==> src/hdl/utf8v_pkg.sv <==
// shared types and constants for the utf-8 validator with first-error report
// no dependencies
`timescale 1ns / 1ps

package utf8v_pkg;

  localparam int DEFAULT_OFFSET_BITS = 32;
  localparam int ERR_OFFSET_W        = 32;

  // byte classification masks and patterns
  localparam logic [7:0] ASCII_LIMIT  = 8'h80;
  localparam logic [7:0] MASK_2B      = 8'hE0;
  localparam logic [7:0] LEAD_2B      = 8'hC0;
  localparam logic [7:0] MASK_3B      = 8'hF0;
  localparam logic [7:0] LEAD_3B      = 8'hE0;
  localparam logic [7:0] MASK_4B      = 8'hF8;
  localparam logic [7:0] LEAD_4B      = 8'hF0;
  localparam logic [7:0] MASK_CONT    = 8'hC0;
  localparam logic [7:0] CONT_PAT     = 8'h80;
  localparam logic [7:0] CONT_MAX     = 8'hBF;
  localparam logic [5:0] PAYLOAD_MASK = 6'h3F;

  // code point limits
  localparam logic [20:0] MIN_CP_2B     = 21'h00080;
  localparam logic [20:0] MIN_CP_3B     = 21'h00800;
  localparam logic [20:0] MIN_CP_4B     = 21'h10000;
  localparam logic [20:0] SURR_LO       = 21'h0D800;
  localparam logic [20:0] SURR_HI       = 21'h0DFFF;
  localparam logic [20:0] MAX_CP        = 21'h10FFFF;

  localparam logic [2:0] SEQ_LEN_2 = 3'd2;
  localparam logic [2:0] SEQ_LEN_3 = 3'd3;
  localparam logic [2:0] SEQ_LEN_4 = 3'd4;

  typedef enum logic [1:0] {
    ERR_NONE = 2'd0,
    ERR_HELD = 2'd1,
    ERR_DONE = 2'd2
  } err_state_t;

  typedef enum logic [3:0] {
    KIND_NONE       = 4'd0,
    KIND_STRAY_CONT = 4'd1,
    KIND_BAD_LEAD   = 4'd2,
    KIND_INCOMPLETE = 4'd3,
    KIND_EXP_CONT   = 4'd4,
    KIND_OVERLONG2  = 4'd5,
    KIND_OVERLONG3  = 4'd6,
    KIND_OVERLONG4  = 4'd7,
    KIND_SURROGATE  = 4'd8,
    KIND_ABOVE_MAX  = 4'd9
  } err_kind_t;

  typedef struct packed {
    logic [7:0] data_byte;
    logic       last_byte;
  } in_item_t;

  typedef struct packed {
    logic                    valid_res;
    logic [3:0]              error_kind;
    logic [ERR_OFFSET_W-1:0] fault_offset;
    logic [7:0]              fault_byte;
  } out_item_t;

endpackage

==> src/hdl/utf8v_core.sv <==
// per-byte decode state and first-error tracking for one string
// depends on utf8v_pkg
`timescale 1ns / 1ps

module utf8v_core #(
  parameter int OFFSET_BITS = utf8v_pkg::DEFAULT_OFFSET_BITS
) (
  input  logic                 clk,
  input  logic                 rst_n,
  input  logic                 step_en,
  input  utf8v_pkg::in_item_t  item,
  output utf8v_pkg::out_item_t result
);

  import utf8v_pkg::*;

  logic [1:0]             bytes_left_r, bytes_left_nxt;
  logic [2:0]             seq_len_r, seq_len_nxt;
  logic [20:0]            cp_r, cp_nxt;
  logic [7:0]             lead_val_r, lead_val_nxt;
  logic [OFFSET_BITS-1:0] lead_pos_r, lead_pos_nxt;
  logic [OFFSET_BITS-1:0] cnt_r, cnt_nxt;
  err_state_t             err_st_r, err_st_nxt;
  err_kind_t              held_kind_r, held_kind_nxt;
  logic [OFFSET_BITS-1:0] held_pos_r, held_pos_nxt;
  logic [7:0]             held_val_r, held_val_nxt;

  // values after this beat, before the end-of-string clear
  err_state_t             es_w;
  err_kind_t              kind_w;
  logic [OFFSET_BITS-1:0] pos_w;
  logic [7:0]             val_w;
  logic [OFFSET_BITS+ERR_OFFSET_W-1:0] pos_ext;

  always_comb begin
    logic [7:0]             b;
    logic [OFFSET_BITS-1:0] pos;
    logic [1:0]             bl;
    logic [2:0]             sl;
    logic [20:0]            cp;
    logic [7:0]             lv;
    logic [OFFSET_BITS-1:0] lp;
    err_kind_t              fk;
    b  = item.data_byte;
    pos = cnt_r;
    bl = bytes_left_r;
    sl = seq_len_r;
    cp = cp_r;
    lv = lead_val_r;
    lp = lead_pos_r;
    fk = KIND_NONE;
    es_w   = err_st_r;
    kind_w = held_kind_r;
    pos_w  = held_pos_r;
    val_w  = held_val_r;

    if (err_st_r == ERR_DONE) begin
      // only counting
    end else if (bytes_left_r == 2'd0) begin
      if (b < ASCII_LIMIT) begin
        // ascii
      end else if ((b & MASK_2B) == LEAD_2B) begin
        sl = SEQ_LEN_2;
        bl = 2'd1;
        cp = {16'd0, b[4:0]};
      end else if ((b & MASK_3B) == LEAD_3B) begin
        sl = SEQ_LEN_3;
        bl = 2'd2;
        cp = {17'd0, b[3:0]};
      end else if ((b & MASK_4B) == LEAD_4B) begin
        sl = SEQ_LEN_4;
        bl = 2'd3;
        cp = {18'd0, b[2:0]};
      end else begin
        es_w   = ERR_DONE;
        kind_w = (b <= CONT_MAX) ? KIND_STRAY_CONT : KIND_BAD_LEAD;
        pos_w  = pos;
        val_w  = b;
      end
      if (bl != 2'd0) begin
        lv = b;
        lp = pos;
      end
    end else begin
      if (err_st_r == ERR_NONE) begin
        if ((b & MASK_CONT) != CONT_PAT) begin
          es_w   = ERR_HELD;
          kind_w = KIND_EXP_CONT;
          pos_w  = pos;
          val_w  = b;
        end else begin
          cp = {cp_r[14:0], b[5:0] & PAYLOAD_MASK};
        end
      end
      bl = bytes_left_r - 2'd1;
      if (bl == 2'd0) begin
        if (es_w == ERR_HELD) begin
          es_w = ERR_DONE;
        end else begin
          if (sl == SEQ_LEN_2 && cp < MIN_CP_2B) fk = KIND_OVERLONG2;
          else if (sl == SEQ_LEN_3 && cp < MIN_CP_3B) fk = KIND_OVERLONG3;
          else if (sl == SEQ_LEN_4 && cp < MIN_CP_4B) fk = KIND_OVERLONG4;
          else if (cp >= SURR_LO && cp <= SURR_HI) fk = KIND_SURROGATE;
          else if (cp > MAX_CP) fk = KIND_ABOVE_MAX;
          if (fk != KIND_NONE) begin
            es_w   = ERR_DONE;
            kind_w = fk;
            pos_w  = lp;
            val_w  = lv;
          end
        end
      end
    end

    // string ends inside a sequence
    if (item.last_byte && es_w != ERR_DONE && bl != 2'd0) begin
      es_w   = ERR_DONE;
      kind_w = KIND_INCOMPLETE;
      pos_w  = lp;
      val_w  = lv;
    end

    if (item.last_byte) begin
      bytes_left_nxt = '0;
      seq_len_nxt    = '0;
      cp_nxt         = '0;
      lead_val_nxt   = '0;
      lead_pos_nxt   = '0;
      cnt_nxt        = '0;
      err_st_nxt     = ERR_NONE;
      held_kind_nxt  = KIND_NONE;
      held_pos_nxt   = '0;
      held_val_nxt   = '0;
    end else begin
      bytes_left_nxt = bl;
      seq_len_nxt    = sl;
      cp_nxt         = cp;
      lead_val_nxt   = lv;
      lead_pos_nxt   = lp;
      cnt_nxt        = (cnt_r != '1) ? cnt_r + 1'b1 : cnt_r;
      err_st_nxt     = es_w;
      held_kind_nxt  = kind_w;
      held_pos_nxt   = pos_w;
      held_val_nxt   = val_w;
    end
  end

  assign pos_ext = {{ERR_OFFSET_W{1'b0}}, pos_w};

  always_comb begin
    if (es_w == ERR_DONE) begin
      result.valid_res    = 1'b0;
      result.error_kind   = kind_w;
      result.fault_offset = pos_ext[ERR_OFFSET_W-1:0];
      result.fault_byte   = val_w;
    end else begin
      result.valid_res    = 1'b1;
      result.error_kind   = KIND_NONE;
      result.fault_offset = '0;
      result.fault_byte   = '0;
    end
  end

  always_ff @(posedge clk) begin
    if (!rst_n) begin
      bytes_left_r <= '0;
      seq_len_r    <= '0;
      cp_r         <= '0;
      lead_val_r   <= '0;
      lead_pos_r   <= '0;
      cnt_r        <= '0;
      err_st_r     <= ERR_NONE;
      held_kind_r  <= KIND_NONE;
      held_pos_r   <= '0;
      held_val_r   <= '0;
    end else if (step_en) begin
      bytes_left_r <= bytes_left_nxt;
      seq_len_r    <= seq_len_nxt;
      cp_r         <= cp_nxt;
      lead_val_r   <= lead_val_nxt;
      lead_pos_r   <= lead_pos_nxt;
      cnt_r        <= cnt_nxt;
      err_st_r     <= err_st_nxt;
      held_kind_r  <= held_kind_nxt;
      held_pos_r   <= held_pos_nxt;
      held_val_r   <= held_val_nxt;
    end
  end

endmodule

==> src/hdl/utf8_validator_with_error_report_top.sv <==
// top level of the utf-8 validator: input beat register, decode core, result register
// depends on utf8v_pkg and utf8v_core
`timescale 1ns / 1ps

// Checks a byte string for valid UTF-8, one byte per beat, last_byte set on the
// final byte. One result beat follows each string: valid_res, or the first error's
// kind, offset and byte (lead's for sequence errors but a missing continuation).
// Throughput is one byte per clock, set by the single decode state update per byte;
// a result is registered as its last byte steps the core. With a result waiting,
// the input register keeps taking bytes until the next last byte arrives, then
// stalls. Offsets saturate at 2**OFFSET_BITS - 1, reported in their low 32 bits.
module utf8_validator_with_error_report_top #(
  parameter int OFFSET_BITS = utf8v_pkg::DEFAULT_OFFSET_BITS
) (
  input  logic                 clk,
  input  logic                 rst_n,
  input  logic                 in_valid,
  output logic                 in_ready,
  input  utf8v_pkg::in_item_t  in_data,
  output logic                 out_valid,
  input  logic                 out_ready,
  output utf8v_pkg::out_item_t out_data
);

  import utf8v_pkg::*;

  logic      in_valid_r, in_valid_nxt;
  in_item_t  in_data_r;
  logic      out_valid_r, out_valid_nxt;
  out_item_t out_data_r;
  out_item_t core_res;
  logic      go;
  logic      step;

  assign go       = !in_data_r.last_byte || !out_valid_r || out_ready;
  assign step     = in_valid_r && go;
  assign in_ready = !in_valid_r || go;

  always_comb begin
    if (in_valid && in_ready) begin
      in_valid_nxt = 1'b1;
    end else if (step) begin
      in_valid_nxt = 1'b0;
    end else begin
      in_valid_nxt = in_valid_r;
    end
  end

  always_comb begin
    if (step && in_data_r.last_byte) begin
      out_valid_nxt = 1'b1;
    end else if (out_ready) begin
      out_valid_nxt = 1'b0;
    end else begin
      out_valid_nxt = out_valid_r;
    end
  end

  utf8v_core #(
    .OFFSET_BITS(OFFSET_BITS)
  ) u_core (
    .clk    (clk),
    .rst_n  (rst_n),
    .step_en(step),
    .item   (in_data_r),
    .result (core_res)
  );

  always_ff @(posedge clk) begin
    if (!rst_n) begin
      in_valid_r  <= 1'b0;
      out_valid_r <= 1'b0;
    end else begin
      in_valid_r  <= in_valid_nxt;
      out_valid_r <= out_valid_nxt;
    end
  end

  always_ff @(posedge clk) begin
    if (in_valid && in_ready) begin
      in_data_r <= in_data;
    end
    if (step && in_data_r.last_byte) begin
      out_data_r <= core_res;
    end
  end

  assign out_valid = out_valid_r;
  assign out_data  = out_data_r;

`ifndef SYNTHESIS
  a_valid_res_clean: assert property (@(posedge clk) disable iff (!rst_n)
    out_valid && out_data.valid_res |->
      out_data.error_kind == KIND_NONE && out_data.fault_offset == '0 &&
      out_data.fault_byte == '0)
    else $error("valid result carries error fields");

  a_error_kind_legal: assert property (@(posedge clk) disable iff (!rst_n)
    out_valid && !out_data.valid_res |->
      out_data.error_kind != KIND_NONE && out_data.error_kind <= KIND_ABOVE_MAX)
    else $error("error result with bad kind");

  a_result_from_last: assert property (@(posedge clk) disable iff (!rst_n)
    $rose(out_valid) |-> $past(step && in_data_r.last_byte))
    else $error("result without a last byte");

  a_no_drop_result: assert property (@(posedge clk) disable iff (!rst_n)
    out_valid && !out_ready |-> !(step && in_data_r.last_byte))
    else $error("pending result overwritten");
`endif

endmodule
==> config.mk <==
export PLATFORM = sky130hd
export DESIGN_NAME = utf8_validator_with_error_report_top
export DESIGN_NICKNAME = d
export VERILOG_FILES = /design/src/hdl/utf8v_pkg.sv /design/src/hdl/utf8v_core.sv /design/src/hdl/utf8_validator_with_error_report_top.sv
export SDC_FILE = /design/constraint.sdc
export NUM_CORES = 1
export LEC_CHECK = 0
export BUFFER_PORTS_ARGS = -buffer_cell sky130_fd_sc_hd__buf_2
export CELL_PAD_IN_SITES_DETAIL_PLACEMENT = 0
export CELL_PAD_IN_SITES_GLOBAL_PLACEMENT = 2
export CORE_MARGIN = 2
export CORE_UTILIZATION = 38
export CTS_CLUSTER_SIZE = 40
export DETAILED_ROUTE_END_ITERATION = 10
export PLACE_DENSITY_LB_ADDON = 0.12
export SLEW_MARGIN = 10
export SYNTH_ARGS = -nofsm -noshare
export SYNTH_HDL_FRONTEND = slang
export SYNTH_SLANG_ARGS = --single-unit
export TNS_END_PERCENT = 50
==> constraint.sdc <==
create_clock -name clk -period 4.6 [get_ports clk]
set_clock_uncertainty 0.2 [all_clocks]
set_input_delay 0.69 -clock clk [delete_from_list [all_inputs] [get_ports clk]]
set_output_delay 0.69 -clock clk [all_outputs]
set_load 0.02 [all_outputs]
==> reports/summary.txt <==
Detail Route met3 WL - 1121 um
Die footprint - 27060 um^2
Maximum number of pins on one net before global-route repair - 48
Summed instance area of the synthesized netlist - 9788 um^2
TritonCTS Buffers - 17
Timing startpoint of the critical path - in_data_r[7]$_DFFE_PP_
Share of synthesized flip-flops with an asynchronous set or reset - 0%
Initial DRT Pass Iterations - 5
Largest driver fanout on the critical path - 16
Remaining global-route overflow - 0
Place WS - 788.3 ps
Number of flops mapped to enable cells by yosys - 54
Ratio of routed vias to standard cells - 5.660
CP Class - reg2reg
Worst EP arrival - 3940 ps
Crit path time final - 3860 ps
Row count - 58
Buffers added on ports - 59
Number of global-route vias before repair - 7869
Required arrival time at the worst endpoint - 4680 ps
Cells on worst reg2reg path - 9
Average size of a mapped cell - 8.842 um^2
GRT Total Usage - 22.26%
Final ANT Viol Nets - 0
Top-Level Pins - 60
CP cell instances - or4b_1 > or4_4 > o2bb2ai_2 > a41o_1 > nor2_2 > o21a_2 > buf_4 > o221ai_2 > o21ai_1
Layout cell share with drive strength beyond 1 - 14.50%
Outcome - finished clean
First DRT Iteration DRCs - 755
Start of the worst register-to-register path - in_data_r[7]$_DFFE_PP_
DR WL met2 - 13300 um
Sort of element at the start of the critical path - register
Actual transition at the worst max-transition pin - 1023 ps
Area of placed instances - 10310 um^2
Synthesized Nets - 1121
Final setup violating endpoints - 0
Vias post-DR - 8230
Peak supply drop - 0.0002834 V
Antenna Diode Count - 0
Count of clock tree sinks - 200
Post-CTS setup-driven buffer insertion count - 0
Highest layer used for signal routing - met4
Post-route design area - 10890 um^2
Buffers & Inverters on Critical Path - 1
Cell leakage power - 3.347 nW
Count of mapped cells out of synthesis - 1107
# nets final - 1125
Slowest library cell on the worst path - sky130_fd_sc_hd__or4b_1
Global-route wire length before repair - 46480 um
Reg-to-reg critical path endpoint - out_data[36]$_SDFFCE_PP0P_
Hold WC Path Type - in2reg
Post-cts resize count - 0
FILL cells - 2539
Count of cell types in the netlist - 61
Clock tree from TritonCTS - yes
Pins over their slew limit - 0
Yosys warns - 0
Post-Route Setup TNS - 0 ps
Final Core Density - 43.14%
Final Cycle Share - 83.92%
Dominant register cell in the synthesized netlist - sky130_fd_sc_hd__dfxtp_1
Crit path largest cell delay - 660 ps
Cell count along the critical path - 9
Worst Setup End Kind - register
Per-cell routed wire length - 20.22 um
Relative slew slack - 31.39%
Starting density of the core - 38.76%
Wirelength, routed - 29400 um
H-tree level count - 4
Kind of cell with the highest combined delay on the critical path - simple AND/OR/NAND/NOR gates
RSZ-0062 raised after global routing - no
Detailed-route wire length on metal 1 - 14640 um
Power Dens Cells - 340.3 nW/um^2
Final setup margin - 739.8 ps
Bufs on Longest Clock Path - 2
Width of the chip - 164.5 um
Register bit count reported by yosys - 200
Core region area - 25250 um^2
Remaining DRCs - 0
Cell at the root of the clock tree - sky130_fd_sc_hd__clkbuf_16
Die boundary height - 164.5 um
Worst reg-to-reg setup slack - 740 ps
GP Congestion - 0.8081
Clock latency of the later-clocked register in the worst-skew pair - 430 ps
Area overhead of the layout relative to synthesis - 11.30%
Hold violation total from the final report - 0
Total power - 0.003708 W
Number of antenna violations at the first check in global routing - 0
Estimated wirelength of the detail-placed design - 17790 um
Number of max-capacitance violations reported - 0
Worst setup path endpoint - out_data[36]$_SDFFCE_PP0P_
Highest clock frequency the design can meet - 259.1 MHz
Quantity of hold-fixing buffers added after cts - 0
Clock transition at the register clock pins on the worst setup and hold paths after CTS - 80 ps
Part of the Yosys area used for sequential elements - 46.43%
[power by group]
group | internal [W] | total (W) | switching (W) | leakage [nW]
combinational | 0.000100 | 0.000341 | 0.000241 | 1.38
sequential | 0.00184 | 0.00187 | 0.0000303 | 1.68
clock | 0.000754 | 0.00150 | 0.000744 | 0.284
[final cells by class]
cell class                      instances  area [um^2]  share of cell area, %
Clock buffer                           19        454.2                  4.169
Clock inverter                         13        128.9                  1.183
Inverter                                6        22.52                 0.2067
Multi-Input combinational cell        804         4863                  44.64
Sequential cell                       200         4544                  41.71
Tap cell                              330        412.9                  3.790
Timing Repair Buffer                   82        467.9                  4.295
[sequential cells by signal, summed over array words and instances, names as in the netlist]
name	cells
u_core.cnt_r	32
u_core.lead_val_r	8
u_core.held_pos_r	32
in_data_r	9
u_core.lead_pos_r	32
in_valid_r	1
u_core.seq_len_r	3
u_core.bytes_left_r	2
u_core.cp_r	21
u_core.err_st_r	2
u_core.held_val_r	8
out_data	45
u_core.held_kind_r	4
out_valid	1
[cells by family (layout without fill, tap and decap cells)]
| logic type | count (synthesis) | count (layout) | synth area share, % |
|---|---|---|---|
| buf+inv | 103 | 120 | 4.436 |
| simple gates | 423 | 423 | 20.47 |
| flops | 200 | 200 | 46.43 |
| mux | 9 | 9 | 0.9459 |
| fa+ha+maj | 1 | 1 | 0.1278 |
| compound gates | 347 | 347 | 25.45 |
| xor+xnor | 24 | 24 | 2.147 |
[synthesized netlist by cell type, types with 5 or more instances]
master | number | area, um^2
sky130_fd_sc_hd__a211o_1 | 38 | 332.8
sky130_fd_sc_hd__a21boi_0 | 5 | 37.54
sky130_fd_sc_hd__a21o_1 | 5 | 37.54
sky130_fd_sc_hd__a21oi_1 | 61 | 305.3
sky130_fd_sc_hd__a22oi_1 | 57 | 427.9
sky130_fd_sc_hd__a31oi_1 | 7 | 43.79
sky130_fd_sc_hd__and2_1 | 8 | 50.05
sky130_fd_sc_hd__and3_1 | 5 | 31.28
sky130_fd_sc_hd__buf_1 | 5 | 18.77
sky130_fd_sc_hd__buf_2 | 11 | 55.05
sky130_fd_sc_hd__clkbuf_1 | 76 | 285.3
sky130_fd_sc_hd__dfxtp_1 | 146 | 2923
sky130_fd_sc_hd__edfxtp_1 | 54 | 1622
sky130_fd_sc_hd__inv_1 | 6 | 22.52
sky130_fd_sc_hd__mux2i_1 | 7 | 70.07
sky130_fd_sc_hd__nand2_1 | 199 | 747.0
sky130_fd_sc_hd__nand2b_1 | 7 | 43.79
sky130_fd_sc_hd__nand3_1 | 19 | 95.09
sky130_fd_sc_hd__nand4_1 | 8 | 50.05
sky130_fd_sc_hd__nor2_1 | 60 | 225.2
sky130_fd_sc_hd__nor2b_1 | 67 | 419.2
sky130_fd_sc_hd__nor3_1 | 12 | 60.06
sky130_fd_sc_hd__nor4_1 | 7 | 43.79
sky130_fd_sc_hd__o211ai_1 | 5 | 37.54
sky130_fd_sc_hd__o21ai_0 | 42 | 210.2
sky130_fd_sc_hd__o21ai_1 | 65 | 325.3
sky130_fd_sc_hd__o221ai_1 | 7 | 61.31
sky130_fd_sc_hd__o221ai_2 | 31 | 465.5
sky130_fd_sc_hd__or3_1 | 6 | 37.54
sky130_fd_sc_hd__or4_1 | 5 | 37.54
sky130_fd_sc_hd__xnor2_1 | 5 | 43.79
sky130_fd_sc_hd__xor2_1 | 19 | 166.4
[how the worst min path moves through the flow]
| stage | end | depth (start not counted) | from |
|---|---|---|---|
| 2_1_floorplan | u_core.held_pos_r[0]$_SDFFE_PN0P_ | 2 | u_core.held_pos_r[0]$_SDFFE_PN0P_ |
| 3_3_place_gp | u_core.held_pos_r[31]$_SDFFE_PN0P_ | 2 | u_core.held_pos_r[31]$_SDFFE_PN0P_ |
| 3_5_place_dp | u_core.held_pos_r[2]$_SDFFE_PN0P_ | 2 | u_core.held_pos_r[2]$_SDFFE_PN0P_ |
| 4_1_cts | in_data_r[4]$_DFFE_PP_ | 1 | in_data[4] |
| 5_1_grt | in_data_r[4]$_DFFE_PP_ | 1 | in_data[4] |
| 6_report | in_data_r[5]$_DFFE_PP_ | 1 | in_data[5] |
[through the flow]
step           hold slack (ps)  cells
2_1_floorplan            247.3   1107
3_3_place_gp             262.9   1422
3_5_place_dp             267.5   1422
4_1_cts                  217.6   1454
5_1_grt                  215.6   1454
6_report                 233.9   1454
[per-layer routing]
layer / global-route usage [%] / up-vias
met2: 35.62 / 196
li1: - / 4024
met4: 4.822 / 0
met3: 2.888 / 23
met5: 0 / -
met1: 32.16 / 3987
[placed cells by master, fill, tap and decap left out, types with 6 or more instances in the layout]
cell	Yosys	layout
sky130_fd_sc_hd__a22oi_1	57	57
sky130_fd_sc_hd__o221ai_1	7	7
sky130_fd_sc_hd__a31oi_1	7	7
sky130_fd_sc_hd__o21ai_1	65	64
sky130_fd_sc_hd__o21ai_0	42	42
sky130_fd_sc_hd__a211o_1	38	38
sky130_fd_sc_hd__buf_4	1	23
sky130_fd_sc_hd__nand4_1	8	8
sky130_fd_sc_hd__nor2b_1	67	66
sky130_fd_sc_hd__nor4_1	7	6
sky130_fd_sc_hd__nand2_1	199	198
sky130_fd_sc_hd__dfxtp_1	146	146
sky130_fd_sc_hd__xor2_1	19	19
sky130_fd_sc_hd__nor2_1	60	58
sky130_fd_sc_hd__nand2b_1	7	7
sky130_fd_sc_hd__mux2i_1	7	7
sky130_fd_sc_hd__a21oi_1	61	61
sky130_fd_sc_hd__and2_1	8	8
sky130_fd_sc_hd__o221ai_2	31	31
sky130_fd_sc_hd__nor3_1	12	11
sky130_fd_sc_hd__nand3_1	19	19
sky130_fd_sc_hd__edfxtp_1	54	54
sky130_fd_sc_hd__or3_1	6	6
sky130_fd_sc_hd__clkbuf_16	0	18
sky130_fd_sc_hd__buf_2	11	59
Power figures use the tool's default switching activity.
